[src/rtl/fpfa_pkg.sv]
// ----------------------------------------------------------------------------
// fpfa_pkg
// shared types and constants of the fixed partition fit allocator
// ----------------------------------------------------------------------------
package fpfa_pkg;

    localparam int OPCODE_W = 2;
    localparam int LOAD_IDX_W = 4;
    localparam int AMOUNT_W = 16;
    localparam int STATUS_W = 2;
    localparam int CHOSEN_W = 4;
    localparam int FREE_W = 20;
    localparam int COUNT_W = 5;
    localparam int APB_DATA_W = 32;
    localparam int PADDR_W = 3;

    localparam logic [FREE_W-1:0] TOTAL_MAX = 20'hFFFFF;
    localparam logic [PADDR_W-1:0] REG_COUNT_ADDR = 3'd0;

    typedef enum logic [OPCODE_W-1:0] {
        OP_LOAD  = 2'd0,
        OP_FIRST = 2'd1,
        OP_BEST  = 2'd2,
        OP_WORST = 2'd3
    } opcode_t;

    typedef enum logic [STATUS_W-1:0] {
        ST_ALLOC  = 2'd0,
        ST_NOFIT  = 2'd1,
        ST_LOADED = 2'd2,
        ST_RANGE  = 2'd3
    } status_t;

    typedef enum logic [1:0] {
        S_IDLE,
        S_WRITE,
        S_SCAN,
        S_FINISH
    } seq_state_t;

    typedef struct packed {
        logic clear;
        logic step;
        logic entry_free;
    } scan_ctl_t;

endpackage

[src/rtl/fpfa_in_if.sv]
// ----------------------------------------------------------------------------
// fpfa_in_if
// request channel: load or allocate item with valid/ready handshake
// ----------------------------------------------------------------------------
interface fpfa_in_if;
    import fpfa_pkg::*;

    logic                  valid;
    logic                  ready;
    logic [OPCODE_W-1:0]   opcode;
    logic [LOAD_IDX_W-1:0] load_index;
    logic [AMOUNT_W-1:0]   amount;

    modport source (output valid, output opcode, output load_index, output amount,
                    input ready);
    modport sink   (input valid, input opcode, input load_index, input amount,
                    output ready);
endinterface

[src/rtl/fpfa_out_if.sv]
// ----------------------------------------------------------------------------
// fpfa_out_if
// result channel: status, chosen partition and free total
// ----------------------------------------------------------------------------
interface fpfa_out_if;
    import fpfa_pkg::*;

    logic                valid;
    logic                ready;
    logic [STATUS_W-1:0] status;
    logic [CHOSEN_W-1:0] chosen_index;
    logic [FREE_W-1:0]   free_total;

    modport source (output valid, output status, output chosen_index, output free_total,
                    input ready);
    modport sink   (input valid, input status, input chosen_index, input free_total,
                    output ready);
endinterface

[src/rtl/fpfa_fit_scan.sv]
// ----------------------------------------------------------------------------
// fpfa_fit_scan
// shared fit compare unit: one partition per step, tracks the chosen entry,
// its leftover and the running sum of free sizes
// ----------------------------------------------------------------------------
module fpfa_fit_scan #(
    parameter int SIZE_BITS = 16,
    parameter int IDX_W     = 4,
    parameter int SUM_W     = 21
) (
    input  logic                         clk,
    input  logic                         rst_n,
    input  fpfa_pkg::scan_ctl_t          ctl,
    input  logic [fpfa_pkg::OPCODE_W-1:0] policy,
    input  logic [fpfa_pkg::AMOUNT_W-1:0] req,
    input  logic [SIZE_BITS-1:0]         entry_size,
    input  logic [IDX_W-1:0]             entry_idx,
    output logic                         found,
    output logic [IDX_W-1:0]             chosen,
    output logic [SIZE_BITS-1:0]         chosen_size,
    output logic [SUM_W-1:0]             free_sum
);
    import fpfa_pkg::*;

    localparam int CW = (SIZE_BITS > AMOUNT_W) ? SIZE_BITS : AMOUNT_W;

    logic                 found_reg;
    logic                 found_next;
    logic [CW-1:0]        keep_reg;
    logic [IDX_W-1:0]     chosen_reg;
    logic [SIZE_BITS-1:0] chosen_size_reg;
    logic [SUM_W-1:0]     sum_reg;
    logic [CW-1:0]        size_ext;
    logic [CW-1:0]        req_ext;
    logic [CW-1:0]        left;
    logic                 fits;
    logic                 better;
    logic                 take;

    always_comb
    begin
        size_ext   = CW'(entry_size);
        req_ext    = CW'(req);
        fits       = ctl.entry_free && (size_ext >= req_ext);
        left       = size_ext - req_ext;
        better     = !found_reg
                     || ((policy == OP_BEST) && (left < keep_reg))
                     || ((policy == OP_WORST) && (left > keep_reg));
        take       = ctl.step && fits && better;
        found_next = ctl.clear ? 1'b0 : (found_reg || take);
    end

    always_ff @(posedge clk or negedge rst_n)
    begin
        if (!rst_n)
        begin
            found_reg <= 1'b0;
        end
        else
        begin
            found_reg <= found_next;
        end
    end

    always_ff @(posedge clk)
    begin
        if (ctl.clear)
        begin
            sum_reg <= '0;
        end
        else if (ctl.step && ctl.entry_free)
        begin
            sum_reg <= sum_reg + SUM_W'(entry_size);
        end
        if (take)
        begin
            keep_reg        <= left;
            chosen_reg      <= entry_idx;
            chosen_size_reg <= entry_size;
        end
    end

    assign found       = found_reg;
    assign chosen      = chosen_reg;
    assign chosen_size = chosen_size_reg;
    assign free_sum    = sum_reg;

endmodule

[src/rtl/fixed_partition_fit_allocator_top.sv]
// ----------------------------------------------------------------------------
// fixed_partition_fit_allocator_top
// fixed-partition allocator with first, best and worst fit over a size table
//
//   channel   dir   handshake        payload
//   in_ch     in    valid/ready      opcode, load_index, amount
//   out_ch    out   valid/ready      status, chosen_index, free_total
//   apb       in    psel/penable     partition_count at byte address 0
//
// an item scans n = min(partition_count, MAX_PARTS) table entries, a load after
// writing its entry; the scan reads one table entry per cycle through the
// registered read port of the size memory
// one item at a time: in_ch.ready is high only while the sequencer is idle
// a waiting result does not block the next transfer, only the next result
// reset clears sizes (through per-entry valid bits), allocated marks and count
// ----------------------------------------------------------------------------
module fixed_partition_fit_allocator_top #(
    parameter int MAX_PARTS = 16,
    parameter int SIZE_BITS = 16
) (
    input  logic                             clk,
    input  logic                             rst_n,
    fpfa_in_if.sink                          in_ch,
    fpfa_out_if.source                       out_ch,
    input  logic                             psel,
    input  logic                             penable,
    input  logic                             pwrite,
    input  logic [fpfa_pkg::PADDR_W-1:0]     paddr,
    input  logic [fpfa_pkg::APB_DATA_W-1:0]  pwdata,
    output logic [fpfa_pkg::APB_DATA_W-1:0]  prdata,
    output logic                             pready
);
    import fpfa_pkg::*;

    localparam int IDX_W = (MAX_PARTS > 1) ? $clog2(MAX_PARTS) : 1;
    localparam int CNT_W = $clog2(MAX_PARTS + 1);
    localparam int N_W   = (CNT_W > COUNT_W) ? CNT_W : COUNT_W;
    localparam int SUM_W = SIZE_BITS + CNT_W;
    localparam int TW    = (SUM_W > FREE_W) ? SUM_W : FREE_W;

    // configuration
    logic [COUNT_W-1:0] count_reg;
    logic               cfg_wr;
    logic [N_W-1:0]     n_use;

    // sequencer
    seq_state_t          state_reg;
    seq_state_t          state_next;
    logic [OPCODE_W-1:0] op_reg;
    logic [LOAD_IDX_W-1:0] idx_reg;
    logic [AMOUNT_W-1:0] amt_reg;
    logic [N_W-1:0]      scan_cnt_reg;
    logic [N_W-1:0]      scan_cnt_next;
    logic                rd_pend_reg;
    logic                rd_pend_next;
    logic [IDX_W-1:0]    rd_idx_reg;
    logic                rd_free_reg;
    logic                rd_sv_reg;
    logic                accept;
    logic                is_load;
    logic                load_ok;
    logic                wr_en;
    logic                rd_en;
    logic                finish_fire;
    logic                mark_en;
    logic [IDX_W-1:0]    scan_addr;
    logic [IDX_W-1:0]    load_addr;

    // storage
    logic [SIZE_BITS-1:0] size_mem [MAX_PARTS];
    logic [SIZE_BITS-1:0] rd_data_reg;
    logic [MAX_PARTS-1:0] size_vld_reg;
    logic [MAX_PARTS-1:0] taken_reg;

    // fit unit
    scan_ctl_t            scan_ctl;
    logic                 found;
    logic [IDX_W-1:0]     chosen;
    logic [SIZE_BITS-1:0] chosen_size;
    logic [SUM_W-1:0]     free_sum;
    logic [SIZE_BITS-1:0] entry_size;

    // result
    logic [SUM_W-1:0]    total_raw;
    logic [TW-1:0]       total_ext;
    logic [FREE_W-1:0]   total_sat;
    status_t             status_new;
    logic                out_valid_reg;
    logic [STATUS_W-1:0] status_reg;
    logic [CHOSEN_W-1:0] chosen_out_reg;
    logic [FREE_W-1:0]   free_total_reg;

    // configuration port
    assign pready = 1'b1;
    assign cfg_wr = psel && penable && pwrite && (paddr == REG_COUNT_ADDR);
    assign prdata = (paddr == REG_COUNT_ADDR) ? APB_DATA_W'(count_reg) : '0;

    always_ff @(posedge clk or negedge rst_n)
    begin
        if (!rst_n)
        begin
            count_reg <= '0;
        end
        else if (cfg_wr)
        begin
            count_reg <= pwdata[COUNT_W-1:0];
        end
    end

    always_comb
    begin
        if (N_W'(count_reg) > N_W'(MAX_PARTS))
        begin
            n_use = N_W'(MAX_PARTS);
        end
        else
        begin
            n_use = N_W'(count_reg);
        end
    end

    // sequencer
    assign accept    = in_ch.valid && in_ch.ready;
    assign is_load   = (op_reg == OP_LOAD);
    assign load_ok   = N_W'(idx_reg) < n_use;
    assign load_addr = IDX_W'(idx_reg);
    assign scan_addr = scan_cnt_reg[IDX_W-1:0];

    always_comb
    begin
        state_next    = state_reg;
        scan_cnt_next = scan_cnt_reg;
        rd_pend_next  = 1'b0;
        in_ch.ready   = 1'b0;
        wr_en         = 1'b0;
        rd_en         = 1'b0;
        finish_fire   = 1'b0;
        scan_ctl.clear      = 1'b0;
        scan_ctl.step       = rd_pend_reg;
        scan_ctl.entry_free = rd_free_reg;
        case (state_reg)
            S_IDLE:
            begin
                in_ch.ready = 1'b1;
                if (in_ch.valid)
                begin
                    scan_ctl.clear = 1'b1;
                    scan_cnt_next  = '0;
                    state_next     = (in_ch.opcode == OP_LOAD) ? S_WRITE : S_SCAN;
                end
            end
            S_WRITE:
            begin
                wr_en      = load_ok;
                state_next = S_SCAN;
            end
            S_SCAN:
            begin
                if (scan_cnt_reg < n_use)
                begin
                    rd_en         = 1'b1;
                    rd_pend_next  = 1'b1;
                    scan_cnt_next = scan_cnt_reg + N_W'(1);
                end
                else if (!rd_pend_reg)
                begin
                    state_next = S_FINISH;
                end
            end
            S_FINISH:
            begin
                if (!out_valid_reg || out_ch.ready)
                begin
                    finish_fire = 1'b1;
                    state_next  = S_IDLE;
                end
            end
            default:
            begin
                state_next = S_IDLE;
            end
        endcase
    end

    always_ff @(posedge clk or negedge rst_n)
    begin
        if (!rst_n)
        begin
            state_reg    <= S_IDLE;
            scan_cnt_reg <= '0;
            rd_pend_reg  <= 1'b0;
        end
        else
        begin
            state_reg    <= state_next;
            scan_cnt_reg <= scan_cnt_next;
            rd_pend_reg  <= rd_pend_next;
        end
    end

    always_ff @(posedge clk)
    begin
        if (accept)
        begin
            op_reg  <= in_ch.opcode;
            idx_reg <= in_ch.load_index;
            amt_reg <= in_ch.amount;
        end
        if (rd_en)
        begin
            rd_idx_reg  <= scan_addr;
            rd_free_reg <= !taken_reg[scan_addr];
            rd_sv_reg   <= size_vld_reg[scan_addr];
        end
    end

    // size memory
    always_ff @(posedge clk)
    begin
        if (wr_en)
        begin
            size_mem[load_addr] <= SIZE_BITS'(amt_reg);
        end
    end

    always_ff @(posedge clk)
    begin
        if (rd_en)
        begin
            rd_data_reg <= size_mem[scan_addr];
        end
    end

    // valid bits and allocated marks
    assign mark_en = finish_fire && !is_load && found;

    always_ff @(posedge clk or negedge rst_n)
    begin
        if (!rst_n)
        begin
            size_vld_reg <= '0;
            taken_reg    <= '0;
        end
        else
        begin
            if (wr_en)
            begin
                size_vld_reg[load_addr] <= 1'b1;
                taken_reg[load_addr]    <= 1'b0;
            end
            if (mark_en)
            begin
                taken_reg[chosen] <= 1'b1;
            end
        end
    end

    // shared fit unit
    assign entry_size = rd_sv_reg ? rd_data_reg : '0;

    fpfa_fit_scan #(
        .SIZE_BITS (SIZE_BITS),
        .IDX_W     (IDX_W),
        .SUM_W     (SUM_W)
    ) u_fit_scan (
        .clk         (clk),
        .rst_n       (rst_n),
        .ctl         (scan_ctl),
        .policy      (op_reg),
        .req         (amt_reg),
        .entry_size  (entry_size),
        .entry_idx   (rd_idx_reg),
        .found       (found),
        .chosen      (chosen),
        .chosen_size (chosen_size),
        .free_sum    (free_sum)
    );

    // result
    always_comb
    begin
        if (!is_load && found)
        begin
            total_raw = free_sum - SUM_W'(chosen_size);
        end
        else
        begin
            total_raw = free_sum;
        end
        total_ext = TW'(total_raw);
        if (total_ext > TW'(TOTAL_MAX))
        begin
            total_sat = TOTAL_MAX;
        end
        else
        begin
            total_sat = FREE_W'(total_ext);
        end
        if (is_load)
        begin
            status_new = load_ok ? ST_LOADED : ST_RANGE;
        end
        else
        begin
            status_new = found ? ST_ALLOC : ST_NOFIT;
        end
    end

    always_ff @(posedge clk or negedge rst_n)
    begin
        if (!rst_n)
        begin
            out_valid_reg <= 1'b0;
        end
        else if (finish_fire)
        begin
            out_valid_reg <= 1'b1;
        end
        else if (out_ch.ready)
        begin
            out_valid_reg <= 1'b0;
        end
    end

    always_ff @(posedge clk)
    begin
        if (finish_fire)
        begin
            status_reg     <= status_new;
            chosen_out_reg <= (status_new == ST_ALLOC) ? CHOSEN_W'(chosen) : '0;
            free_total_reg <= total_sat;
        end
    end

    assign out_ch.valid        = out_valid_reg;
    assign out_ch.status       = status_reg;
    assign out_ch.chosen_index = chosen_out_reg;
    assign out_ch.free_total   = free_total_reg;

    // checks
    a_chosen_zero: assert property (@(posedge clk) disable iff (!rst_n)
        (out_ch.valid && (out_ch.status != ST_ALLOC)) |-> (out_ch.chosen_index == '0))
        else $error("chosen index not zero on a non-allocate result");

    a_scan_bound: assert property (@(posedge clk) disable iff (!rst_n)
        (state_reg == S_SCAN) |-> (scan_cnt_reg <= n_use))
        else $error("scan counter ran past the partitions in use");

    a_busy_after_transfer: assert property (@(posedge clk) disable iff (!rst_n)
        accept |=> (state_reg != S_IDLE))
        else $error("sequencer idle right after an input transfer");

    a_read_in_scan: assert property (@(posedge clk) disable iff (!rst_n)
        rd_pend_reg |-> (state_reg == S_SCAN))
        else $error("table read pending outside the scan");

    a_mark_set: assert property (@(posedge clk) disable iff (!rst_n)
        mark_en |=> taken_reg[$past(chosen)])
        else $error("allocated partition not marked");

endmodule

[src/flat_wrapper.sv]
// flat-port wrapper written by rule: the top's interface ports become plain ports
module fixed_partition_fit_allocator_top_flat import fpfa_pkg::*;
#(
    parameter int MAX_PARTS = 16,
    parameter int SIZE_BITS = 16
)
  (clk, rst_n, psel, penable, pwrite, paddr, pwdata, prdata, pready, in_ch_valid, in_ch_opcode, in_ch_load_index, in_ch_amount, in_ch_ready, out_ch_valid, out_ch_status, out_ch_chosen_index, out_ch_free_total, out_ch_ready);
  fpfa_in_if in_ch_i ();
  fpfa_out_if out_ch_i ();
  input  logic clk;
  input  logic rst_n;
  input  logic psel;
  input  logic penable;
  input  logic pwrite;
  input  logic [fpfa_pkg::PADDR_W-1:0] paddr;
  input  logic [fpfa_pkg::APB_DATA_W-1:0] pwdata;
  output logic [fpfa_pkg::APB_DATA_W-1:0] prdata;
  output logic pready;
  input wire logic [$bits(in_ch_i.valid)-1:0] in_ch_valid;
  input wire logic [$bits(in_ch_i.opcode)-1:0] in_ch_opcode;
  input wire logic [$bits(in_ch_i.load_index)-1:0] in_ch_load_index;
  input wire logic [$bits(in_ch_i.amount)-1:0] in_ch_amount;
  output wire logic [$bits(in_ch_i.ready)-1:0] in_ch_ready;
  output wire logic [$bits(out_ch_i.valid)-1:0] out_ch_valid;
  output wire logic [$bits(out_ch_i.status)-1:0] out_ch_status;
  output wire logic [$bits(out_ch_i.chosen_index)-1:0] out_ch_chosen_index;
  output wire logic [$bits(out_ch_i.free_total)-1:0] out_ch_free_total;
  input wire logic [$bits(out_ch_i.ready)-1:0] out_ch_ready;
  assign in_ch_i.valid = in_ch_valid;
  assign in_ch_i.opcode = in_ch_opcode;
  assign in_ch_i.load_index = in_ch_load_index;
  assign in_ch_i.amount = in_ch_amount;
  assign in_ch_ready = in_ch_i.ready;
  assign out_ch_valid = out_ch_i.valid;
  assign out_ch_status = out_ch_i.status;
  assign out_ch_chosen_index = out_ch_i.chosen_index;
  assign out_ch_free_total = out_ch_i.free_total;
  assign out_ch_i.ready = out_ch_ready;
  fixed_partition_fit_allocator_top #(.MAX_PARTS(MAX_PARTS), .SIZE_BITS(SIZE_BITS)) u_core (.clk(clk), .rst_n(rst_n), .in_ch(in_ch_i), .out_ch(out_ch_i), .psel(psel), .penable(penable), .pwrite(pwrite), .paddr(paddr), .pwdata(pwdata), .prdata(prdata), .pready(pready));
endmodule
[config.mk]
export PLATFORM = sky130hd
export DESIGN_NAME = fixed_partition_fit_allocator_top_flat
export DESIGN_NICKNAME = d
export VERILOG_FILES = /design/src/rtl/fpfa_pkg.sv /design/src/rtl/fpfa_in_if.sv /design/src/rtl/fpfa_out_if.sv /design/src/rtl/fpfa_fit_scan.sv /design/src/rtl/fixed_partition_fit_allocator_top.sv /design/src/flat_wrapper.sv
export SDC_FILE = /design/constraint.sdc
export NUM_CORES = 1
export LEC_CHECK = 0
export BUFFER_PORTS_ARGS = -buffer_cell sky130_fd_sc_hd__buf_2
export CORE_MARGIN = 1.5
export CORE_UTILIZATION = 57
export CTS_CLUSTER_DIAMETER = 50
export DETAILED_ROUTE_END_ITERATION = 12
export PLACE_DENSITY = 0.74
export SYNTH_ARGS = -nofsm -noshare
export SYNTH_HDL_FRONTEND = slang
export SYNTH_SLANG_ARGS = --single-unit
[constraint.sdc]
create_clock -name clk -period 7.7 [get_ports clk]
set_clock_uncertainty 0.15 [all_clocks]
set_input_delay 0.385 -clock clk [delete_from_list [all_inputs] [get_ports clk]]
set_output_delay 0.385 -clock clk [all_outputs]
set_load 0.03 [all_outputs]
== After elaboration in Yosys (flattened, before gate mapping) ==
Memories as Yosys holds them, arrays and structs flattened. A register that Yosys moved wholly into a read port is not among the register bits.
Index checks and enable logic that the tools add are counted.
Storage, ports and cells
  register bits: 158
  logic and storage cells: 123
  RAM bits: 256
  memories: 1
Memory list
  u_core.size_mem: depth 16, bits a word 16, read ports 1, clocked after Yosys merged registers in 1, wr ports 1, line fixed_partition_fit_allocator_top.sv:70  | logic [SIZE_BITS-1:0] size_mem [MAX_PARTS];
Cells by class
  reductions and logical operators: 32
  mux-type cells: 39
  equal/unequal tests: 10
  add/sub/neg operators: 4
  order comparisons: 12
  bitwise operators: 4
Operators with widths (count)
  2-to-1 mux 16 bit: 3
  OR 16 bit: 2
  adder 21 x 16 -> 21 bit: 1
  greater-than comparator 21 x 20 -> 1 bit, second input constant: 1
  2-to-1 mux 21 bit: 1
  subtractor 21 x 16 -> 21 bit: 1
  2-to-1 mux 5 bit: 4
  2-to-1 mux 1 bit: 19
  AND 16 bit: 1
  >= comparator 16 bit: 1
  greater-than comparator 16 bit: 1
  less-than comparator 16 bit: 1
  inverter 16 bit: 1
  subtractor 16 bit: 1
  logical AND 1 bit: 15
  less-than comparator 4 x 5 -> 1 bit, second input constant: 3
  2-to-1 mux 2 bit: 6
  one-hot mux 5 bit (2 select lines): 1
  binary-select mux 1 bit (select 4 bit): 2
  demux 1 bit (select 4 bit): 2
  == test 2 bit, second input constant: 4
  >= comparator 4 x 1 -> 1 bit, second input constant: 2
  zero test 2 bit: 4
  one-hot mux 2 bit (4 select lines): 1
  13 further kinds: 23

== Depth between registers and ports, before layout ==
Gate-level depths: netlist of run 1.
  word-level depth: 9
  depth in mapped cells: 19
  mapped depth without buffers: 18

== Cells and area by module ==
Synthesis of run 1 repeated with hierarchy kept, for this count alone.
Second synthesis, totals
  cell total of the unflattened synthesis: 1359
  area, all modules: 20029.2 sq um
By module, submodules not included
  fixed_partition_fit_allocator_top: cells an instance 937, instances 1, area an instance 15934.0 sq um
  fpfa_fit_scan: cells an instance 422, instances 1, area an instance 4095.2 sq um

== Worst setup path after synthesis of run 1 ==
Ideal clock, no wire load.
  path kind: register -> register
  start: register u_core.rd_sv_reg
  end: register u_core.u_fit_scan.chosen_reg[0] (netlist: u_core.u_fit_scan.chosen[0]) (enable)
  arrival: 5.856 ns
  period minus slack after synthesis: 6.458 ns
  path slack: 1.242 ns
  cell stages (with the launch flop): 20
  cell sequence: edfxtp_1 clkbuf_1 clkbuf_1 nand2_1 ha_1 inv_1 fa_1 a21o_1 a21o_1 a221oi_1 o22ai_1 o41ai_1 xnor2_1 ha_1 nand4_1 nor2_1 nand2_1 o211ai_1 mux2_2 a31oi_1
Between the ends
  longest elaborated chain between the ends: 7
  elaborated cells between the ends (all ways): 12
  those cells by class: add/sub: 1; order compare: 3; mux: 1; reduce/logical: 7
RTL lines
  from (decl): line fixed_partition_fit_allocator_top.sv:58  | logic rd_sv_reg;
  from (signal assigned): line fixed_partition_fit_allocator_top.sv:213  | rd_sv_reg <= size_vld_reg[scan_addr];
  2-to-1 mux 16 bit *: line fixed_partition_fit_allocator_top.sv:259  | assign entry_size = rd_sv_reg ? rd_data_reg : '0;
  subtractor 16 bit *: line fpfa_fit_scan.sv:45  | left = size_ext - req_ext;
  via u_core.u_fit_scan.left[14]: line fpfa_fit_scan.sv:35  | logic [CW-1:0] left;
  less-than comparator 16 bit: line fpfa_fit_scan.sv:47  | || ((policy == OP_BEST) && (left < keep_reg))
  logical AND 1 bit: line fpfa_fit_scan.sv:47
  logical OR 1 bit: line fpfa_fit_scan.sv:47
  logical OR 1 bit *: line fpfa_fit_scan.sv:48  | || ((policy == OP_WORST) && (left > keep_reg));
  logical AND 1 bit *: line fpfa_fit_scan.sv:49  | take = ctl.step && fits && better;
  via u_core.u_fit_scan.take: line fpfa_fit_scan.sv:38  | logic take;
  to (signal assigned): line fpfa_fit_scan.sv:78  | chosen_reg <= entry_idx;
  to (decl): line fpfa_fit_scan.sv:30  | logic [IDX_W-1:0] chosen_reg;
Mark *: on every way through the listed nets, which the timed path passes. The rest lies on a longest branch.
A chain may end at the register's enable or synchronous reset.

== Worst setup path after layout of run 1 ==
  start: register u_core.rd_sv_reg
  end: register u_core.u_fit_scan.chosen_size_reg[3] (netlist: u_core.u_fit_scan.chosen_size[3]) (enable)
Between the ends
  longest elaborated chain between the ends: 7
  elaborated cells between the ends (all ways): 12
  those cells by class: add/sub: 1; order compare: 3; mux: 1; reduce/logical: 7
RTL lines
  2-to-1 mux 16 bit *: line fixed_partition_fit_allocator_top.sv:259
  subtractor 16 bit *: line fpfa_fit_scan.sv:45
  via u_core.u_fit_scan.left[9]: line fpfa_fit_scan.sv:35
  less-than comparator 16 bit: line fpfa_fit_scan.sv:47
  logical AND 1 bit: line fpfa_fit_scan.sv:47
  logical OR 1 bit: line fpfa_fit_scan.sv:47
  logical OR 1 bit *: line fpfa_fit_scan.sv:48
  logical AND 1 bit *: line fpfa_fit_scan.sv:49
  via u_core.u_fit_scan.take: line fpfa_fit_scan.sv:38
  to (signal assigned): line fpfa_fit_scan.sv:79  | chosen_size_reg <= entry_size;
  to (decl): line fpfa_fit_scan.sv:31  | logic [SIZE_BITS-1:0] chosen_size_reg;
Marked as above.

==> summary.md, run 1 <==
| Metric | Value |
|---|---|
| Status | `completed` |
| Syn Inst Count | `1,314` |
| Final Hold Fails | `0` |
| Fin crit period | `5940 ps` |
| Diode count | `0` |
| DR WL/cell | `21.6 um` |
| Most used flip-flop cell after synthesis | `edfxtp_1` |
| Max reg flops | `256` |
| RSZ-0062 raised after global routing | `no` |
| Synthesized cell area | `19,600 sq um` |
| Vias | `11,500` |
| Setup TNS | `0 ps` |
| Initial antenna violation count | `0` |
| GP Congestion | `0.922` |
| WP data arrival | `5940 ps` |
| Clock Tree Buf Depth | `3` |
| Layout Utilization | `66.3%` |
| Final count of pins violating max slew | `0` |
| Routed Antenna Nets | `0` |
| Worst slew pin tran | `1230 ps` |
| Via/cell ratio | `5.95` |
| Placed cells | `1,811` |
| Netlist cell types | `75` |
| Total iterations of the first detailed-routing run | `5` |
| CP required | `7690 ps` |
| Top cells by area, synth | `edfxtp_1 (55%), mux4_2 (10%), dfrtp_1 (6.0%), ha_1 (4.7%), dfxtp_1 (2.1%)` |
| Max Cap Viol | `0` |
| Worst-path cell chain | `and2_1 > ha_1 > a211oi_1 > o31ai_1 > o21ai_0 > o21bai_1 > a21o_1 > a21oi_1 > xnor2_1 > ha_1 > a21o_1 > a21oi_1 > nor2_1 > a2111oi_0 > o21ai_0 > mux2_2 > a31oi_4` |
| CTS root buf | `clkbuf_16` |
| H-tree Lvls | `2` |
| Number of synthesized flops with an enable pin | `362` |
| Yosys reg bits | `430` |
| Fmax | `168 MHz` |
| DR top layer | `met4` |
| Slew headroom | `17.7%` |
| Final setup vio count | `0` |
| CTS tree | `built` |
| WL met2 | `19,800 um` |
| Layout Cells excl Fill | `1,926` |
| Crit path largest cell delay | `950 ps` |
| VDD IR-drop max | `0.233 mV` |
| Vias in the first global route | `11,400` |
| Setup Crit Path Kind | `register to register` |
| Die X | `188 um` |
| Sequential area share after synthesis | `63.6%` |
| Synth Area in Compound Gates | `7.58%` |
| Sink Count | `430` |
| Async SR Flop Fraction | `10.9%` |
| WL met1 | `18,500 um` |
| Worst setup EP type | `register` |
| Die H | `188 um` |
| Largest family of logic cells by synthesized area | `multiplexers` |
| Commonest cells post-synth | `edfxtp_1 (362), mux4_2 (90), nand2_1 (87)` |
| I/O pin count | `125` |
| Post-synthesis simple-gate area fraction | `7.69%` |
| Largest net degree at the start of global routing | `69` |
| PortBufs | `69` |
| Layout Nets | `1,582` |
| Fillers | `2,394` |
| Share of layout cells above drive strength 1 | `20.4%` |
| DR WL met3 | `2210 um` |
| Inserted Clock Buffers | `47` |
| DRT iter0 DRCs | `1,023` |
| Clock Latency Late Sink | `540 ps` |
| Critical path's slowest cell | `a31oi_4` |
| Area Growth Syn to Fin | `13.9%` |
| Area of the die | `35,500 sq um` |
| Leak Pwr | `8.33 nW` |
| Drt total wl | `41,500 um` |
| Top-area cell type share of the netlist area | `55.4%` |
| Cell family with most CP delay | `compound AO/OA/AOI/OAI gates` |
| Multiplexer area fraction after synthesis | `10.7%` |
| Post-Synth Adder-Cell Area | `5.14%` |
| Area share of xor/xnor cells in the synthesized design | `1.74%` |
| First-pass GRT wire length | `64,500 um` |
| Starting density of the core | `58.2%` |
| GRT Util Overall | `23.9%` |
| WP buf/inv | `0` |
| CP max FO | `36` |
| Worst min-delay path class | `input port to register` |
| Setup bufs post-CTS | `0` |
| GR Overflow Total | `0` |
| Synth warn | `0` |
| Rows | `67` |
| Syn_area_per_cell | `14.9 sq um` |
| Core ar. | `33,700 sq um` |
| PD cells | `381 nW/um^2` |
| Setup crit start kind | `register` |
| Most common cell in the netlist | `edfxtp_1` |
| Drt drc | `0` |
| CTS clk-pin slew, worst paths | `60 ps` |
| Hpwl dp | `25,700 um` |
| Leading area contributor after synthesis | `edfxtp_1` |
| Final Cycle Share | `77.2%` |
[what timing repair did]
item	in CTS	in global routing
hold buffers	29	0
endpoints found under the setup margin	0	0
gates resized for setup	0	0
endpoints found under the hold margin	75	0
[area by class of cell]
class / count / area [sq um] / area share (%)
clock inverter: 31 / 329 / 1.47
tap: 448 / 561 / 2.51
clock buffer: 55 / 1250 / 5.59
timing repair buffer: 119 / 793 / 3.55
inverter: 82 / 308 / 1.38
sequential: 430 / 12500 / 55.8
multi-input combinational: 761 / 6630 / 29.7
[layer usage]
metal  vias to the layer above  GRT usage [%]
li1                       5255              -
met2                       375           38.2
met5                         -              0
met1                      5779           35.1
met3                        60           2.91
met4                         0           6.53
[per-stage QoR]
| stage | total power (W) | instance area, sq um | setup WS [ps] | hold WS (ps) |
|---|---|---|---|---|
| after floorplan | 0.00551 | 19700 | 1240 | -60.6 |
| after global placement | 0.00620 | 20500 | 1780 | 251 |
| after detailed placement | 0.00628 | 20500 | 1790 | 255 |
| after CTS | 0.00856 | 22300 | 1750 | 180 |
| after global routing | 0.00899 | 22300 | 1050 | 275 |
| final | 0.00851 | 22300 | 1760 | 239 |
[tightest hold or removal path: cells and delay by family]
family          cells  cell delay (ps)
compound gates      1              160
simple gates        1              230
buf+inv             1              110
[worst paths after layout]
check	depth (start not counted)	slack, ps	end	from
worst max-delay path	17	1760	u_core.u_fit_scan.chosen_size[3]	u_core.rd_sv_reg
worst min-delay path	3	240	u_core.count_reg[4]	penable
worst max register to register	17	1760	u_core.u_fit_scan.chosen_size[3]	u_core.rd_sv_reg
worst min register to register	0	270	u_core.u_fit_scan.chosen[0]	u_core.rd_idx_reg[0]
max in group asynchronous	2	6120	u_core.scan_cnt_reg[0]	rst_n
min in group asynchronous	2	450	u_core.size_vld_reg[2]	rst_n
[report_power, final]
group / total [W] / internal, W / switching (W)
logic: 0.00292 / 0.00127 / 0.00165
registers: 0.00333 / 0.00304 / 0.000295
clock network: 0.00226 / 0.00137 / 0.000895
total: 0.00851 / 0.00567 / 0.00284
[logic make-up (layout without fill, tap and decap cells)]
family	count (synthesis)	in the layout
AOI/OAI and AO/OA	226	226
adders and majority gates	79	79
DFF	430	430
other	2	28
xor gates and xnor gates	39	39
and+or+nand+nor	292	292
buffers and inverters	149	287
muxes	97	97
[placed cells by master, fill, tap and decap left out, types with 34 or more instances in the layout]
master     count
ha_1          74
mux4_2        90
clkbuf_16     49
a21oi_1       56
o21ai_0       45
edfxtp_1     362
inv_1         81
nor2_1        34
dfrtp_1       45
nand2_1       87
buf_2         69
(Power assumes the default switching activity.)
==> inputs of run 2 (changes only) <==
--- a/config.mk
+++ b/config.mk
@@ -7,7 +7,7 @@
 export LEC_CHECK = 0
 export BUFFER_PORTS_ARGS = -buffer_cell sky130_fd_sc_hd__buf_2
 export CORE_MARGIN = 1.5
-export CORE_UTILIZATION = 57
+export CORE_UTILIZATION = 55
 export CTS_CLUSTER_DIAMETER = 50
 export DETAILED_ROUTE_END_ITERATION = 12
 export PLACE_DENSITY = 0.74
==> constraint.sdc (replaced) <==
create_clock -name clk -period 4.76 [get_ports clk]
set_clock_uncertainty 0.15 [all_clocks]
set_input_delay 0.238 -clock clk [delete_from_list [all_inputs] [get_ports clk]]
set_output_delay 0.238 -clock clk [all_outputs]
set_load 0.03 [all_outputs]
==> summary.md, run 2 (same netlist as run 1, synthesis figures left out) <==
| Metric | Value |
|---|---|
| Crit path largest cell delay | `490 ps (was 950 ps)` |
| Via/cell ratio | `5.90 (was 5.95)` |
| GRT Util Overall | `24.4% (was 23.9%)` |
| Rows | `68 (was 67)` |
| Slew headroom | `29.1% (was 17.7%)` |
| WP buf/inv | `6 (was 0)` |
| Vias | `11,700 (was 11,500)` |
| Die H | `192 um (was 188 um)` |
| Total iterations of the first detailed-routing run | `6 (was 5)` |
| Starting density of the core | `56.3% (was 58.2%)` |
| Area Growth Syn to Fin | `16.9% (was 13.9%)` |
| Critical path's slowest cell | `edfxtp_1 (was a31oi_4)` |
| Largest net degree at the start of global routing | `69 (unchanged)` |
| Worst slew pin tran | `1060 ps (was 1230 ps)` |
| Final setup vio count | `29 (was 0)` |
| Sink Count | `430 (unchanged)` |
| Most frequent cells in the layout | `edfxtp_1 (362), mux4_2 (90), nand2_1 (86) (was edfxtp_1 (362), mux4_2 (90), nand2_1 (87))` |
| Setup Crit Path Kind | `register to register (unchanged)` |
| Max Cap Viol | `0 (unchanged)` |
| Cell family with most CP delay | `compound AO/OA/AOI/OAI gates (unchanged)` |
| Drt drc | `0 (unchanged)` |
| Setup crit start kind | `register (unchanged)` |
| PortBufs | `69 (unchanged)` |
| RSZ-0062 raised after global routing | `yes (was no)` |
| GR Overflow Total | `0 (unchanged)` |
| Status | `finished, violations left (was completed)` |
| Tot Pwr | `0.0142 W (was 0.00851 W)` |
| Share of layout cells above drive strength 1 | `24.6% (was 20.4%)` |
| First-pass GRT wire length | `66,700 um (was 64,500 um)` |
| GP Congestion | `0.898 (was 0.922)` |
| Worst min-delay path class | `input port to register (unchanged)` |
| Clock Tree Buf Depth | `3 (unchanged)` |
| Final Hold Fails | `0 (unchanged)` |
| Post-place instance area | `20,800 sq um (was 20,500 sq um)` |
| Setup WS post-layout | `-27.3 ps (was 1760 ps)` |
| H-tree Lvls | `2 (unchanged)` |
| Fin area | `22,900 sq um (was 22,300 sq um)` |
| Worst setup EP type | `register (unchanged)` |
| VDD IR-drop max | `0.428 mV (was 0.233 mV)` |
| DRT iter0 DRCs | `1,011 (was 1,023)` |
| Worst-path cell chain | `buf_12 > nand2_8 > ha_4 > inv_2 > fa_2 > a21o_1 > a21o_1 > a221oi_2 > buf_4 > o21bai_1 > a21oi_1 > xnor2_1 > ha_1 > buf_4 > nand4_1 > nor2_1 > nand2_1 > o211ai_1 > mux2_4 > a31oi_4 > buf_12 > clkbuf_16 (was and2_1 > ha_1 > a211oi_1 > o31ai_1 > o21ai_0 > o21bai_1 > a21o_1 > a21oi_1 > xnor2_1 > ha_1 > a21o_1 > a21oi_1 > nor2_1 > a2111oi_0 > o21ai_0 > mux2_2 > a31oi_4)` |
| Drt total wl | `44,100 um (was 41,500 um)` |
| Vias in the first global route | `11,800 (was 11,400)` |
| CTS clk-pin slew, worst paths | `60 ps (about the same)` |
| Core ar. | `34,800 sq um (was 33,700 sq um)` |
| CP required | `4880 ps (was 7690 ps)` |
| PD cells | `619 nW/um^2 (was 381 nW/um^2)` |
| CTS root buf | `clkbuf_16 (unchanged)` |
| Fmax | `209 MHz (was 168 MHz)` |
| Layout Nets | `1,634 (was 1,582)` |
| Hpwl dp | `27,100 um (was 25,700 um)` |
| Fin crit period | `4790 ps (was 5940 ps)` |
| Routed Antenna Nets | `0 (unchanged)` |
| Commonest non-fill, non-tap cell in the layout | `edfxtp_1 (unchanged)` |
| I/O pin count | `125 (unchanged)` |
| Initial antenna violation count | `2 (was 0)` |
| Final count of pins violating max slew | `0 (unchanged)` |
| Clock Latency Late Sink | `560 ps (was 540 ps)` |
| WP data arrival | `4910 ps (was 5940 ps)` |
| Pre-CTS setup slack | `79.0 ps (was 1790 ps)` |
| Die X | `192 um (was 188 um)` |
| CP max FO | `7 (was 36)` |
| DR WL/cell | `22.2 um (was 21.6 um)` |
| Inserted Clock Buffers | `49 (was 47)` |
| Max reg flops | `256 (unchanged)` |
| Violated checks | `setup timing` |
| Final Cycle Share | `101% (was 77.2%)` |
| Leak Pwr | `8.62 nW (was 8.33 nW)` |
| Area of the die | `36,800 sq um (was 35,500 sq um)` |
| Fillers | `2,438 (was 2,394)` |
| Layout Utilization | `65.9% (was 66.3%)` |
| CTS tree | `built (unchanged)` |
[run 2: cell types whose count changed in the layout (fill, tap and decap cells not counted), sizes merged]
cell / previous run / this run
inv: 85 / 89
bufinv: 6 / 1
buf: 90 / 136
clkinvlp: 4 / 5
diode: 0 / 1
clkbuf: 55 / 62
[run 2: path summary, 6_finish.rpt]
path                                            from                                to  slack (ps)  depth (start not counted)
worst max-delay path                u_core.rd_sv_reg  u_core.u_fit_scan.chosen_size[2]         -30                         22
worst min-delay path                         penable               u_core.count_reg[4]          20                          3
worst max register to register      u_core.rd_sv_reg  u_core.u_fit_scan.chosen_size[2]         -30                         22
worst min register to register  u_core.rd_idx_reg[3]       u_core.u_fit_scan.chosen[3]         270                          0
max in group asynchronous                      rst_n            u_core.scan_cnt_reg[0]        3830                          3
min in group asynchronous                      rst_n            u_core.size_vld_reg[5]         160                          3
[run 2: per-layer routing]
| layer | up-vias | part of all wire, % | track usage [%] |
|---|---|---|---|
| met5 | - | 0.030 | 0 |
| met1 | 5749 | 41 | 33.0 |
| li1 | 5381 | - | - |
| met4 | 2 | 3.3 | 8.68 |
| met2 | 489 | 48 | 39.9 |
| met3 | 107 | 7.3 | 4.64 |
[run 2: area by class of cell]
class | instances | area, sq um | area share, %
clock inverter | 31 | 235 | 1.03
timing repair buffer | 169 | 1280 | 5.60
sequential | 430 | 12500 | 54.4
multi-input combinational | 761 | 6770 | 29.5
clock buffer | 58 | 1280 | 5.59
tap | 455 | 569 | 2.48
inverter | 82 | 308 | 1.34
antenna | 1 | 2.50 | 0.0109
[run 2: tightest hold or removal path, stage by stage]
cell,delay [ps]
buf_2,90
and4_1,210
o21ai_0,150
[run 2: power by group]
part / switching [W] / leakage [nW] / total [W] / internal [W]
sequential: 0.000415 / 4.04 / 0.00533 / 0.00491
clock: 0.00152 / 0.735 / 0.00352 / 0.00200
combinational: 0.00295 / 3.85 / 0.00534 / 0.00239
total: 0.00488 / 8.62 / 0.0142 / 0.00930
[run 2: per-stage QoR]
| step | hold slack (ps) | std cells | setup TNS (ps) |
|---|---|---|---|
| floorplan | -208 | 1340 | -2380 |
| global placement | 222 | 1850 | 0 |
| detailed placement | 224 | 1850 | 0 |
| CTS | 10.3 | 1968 | 0 |
| global route | 53.8 | 1986 | -3380 |
| finish | 19.5 | 1987 | -501 |
[run 2: what timing repair did]
| action | CTS | global route |
|---|---|---|
| hold buffers | 29 | 0 |
| resized for setup | 0 | 20 |
| setup endpoints to repair | 0 | 36 |
| hold endpoints to repair | 76 | 0 |
| buffers inserted | 0 | 13 |
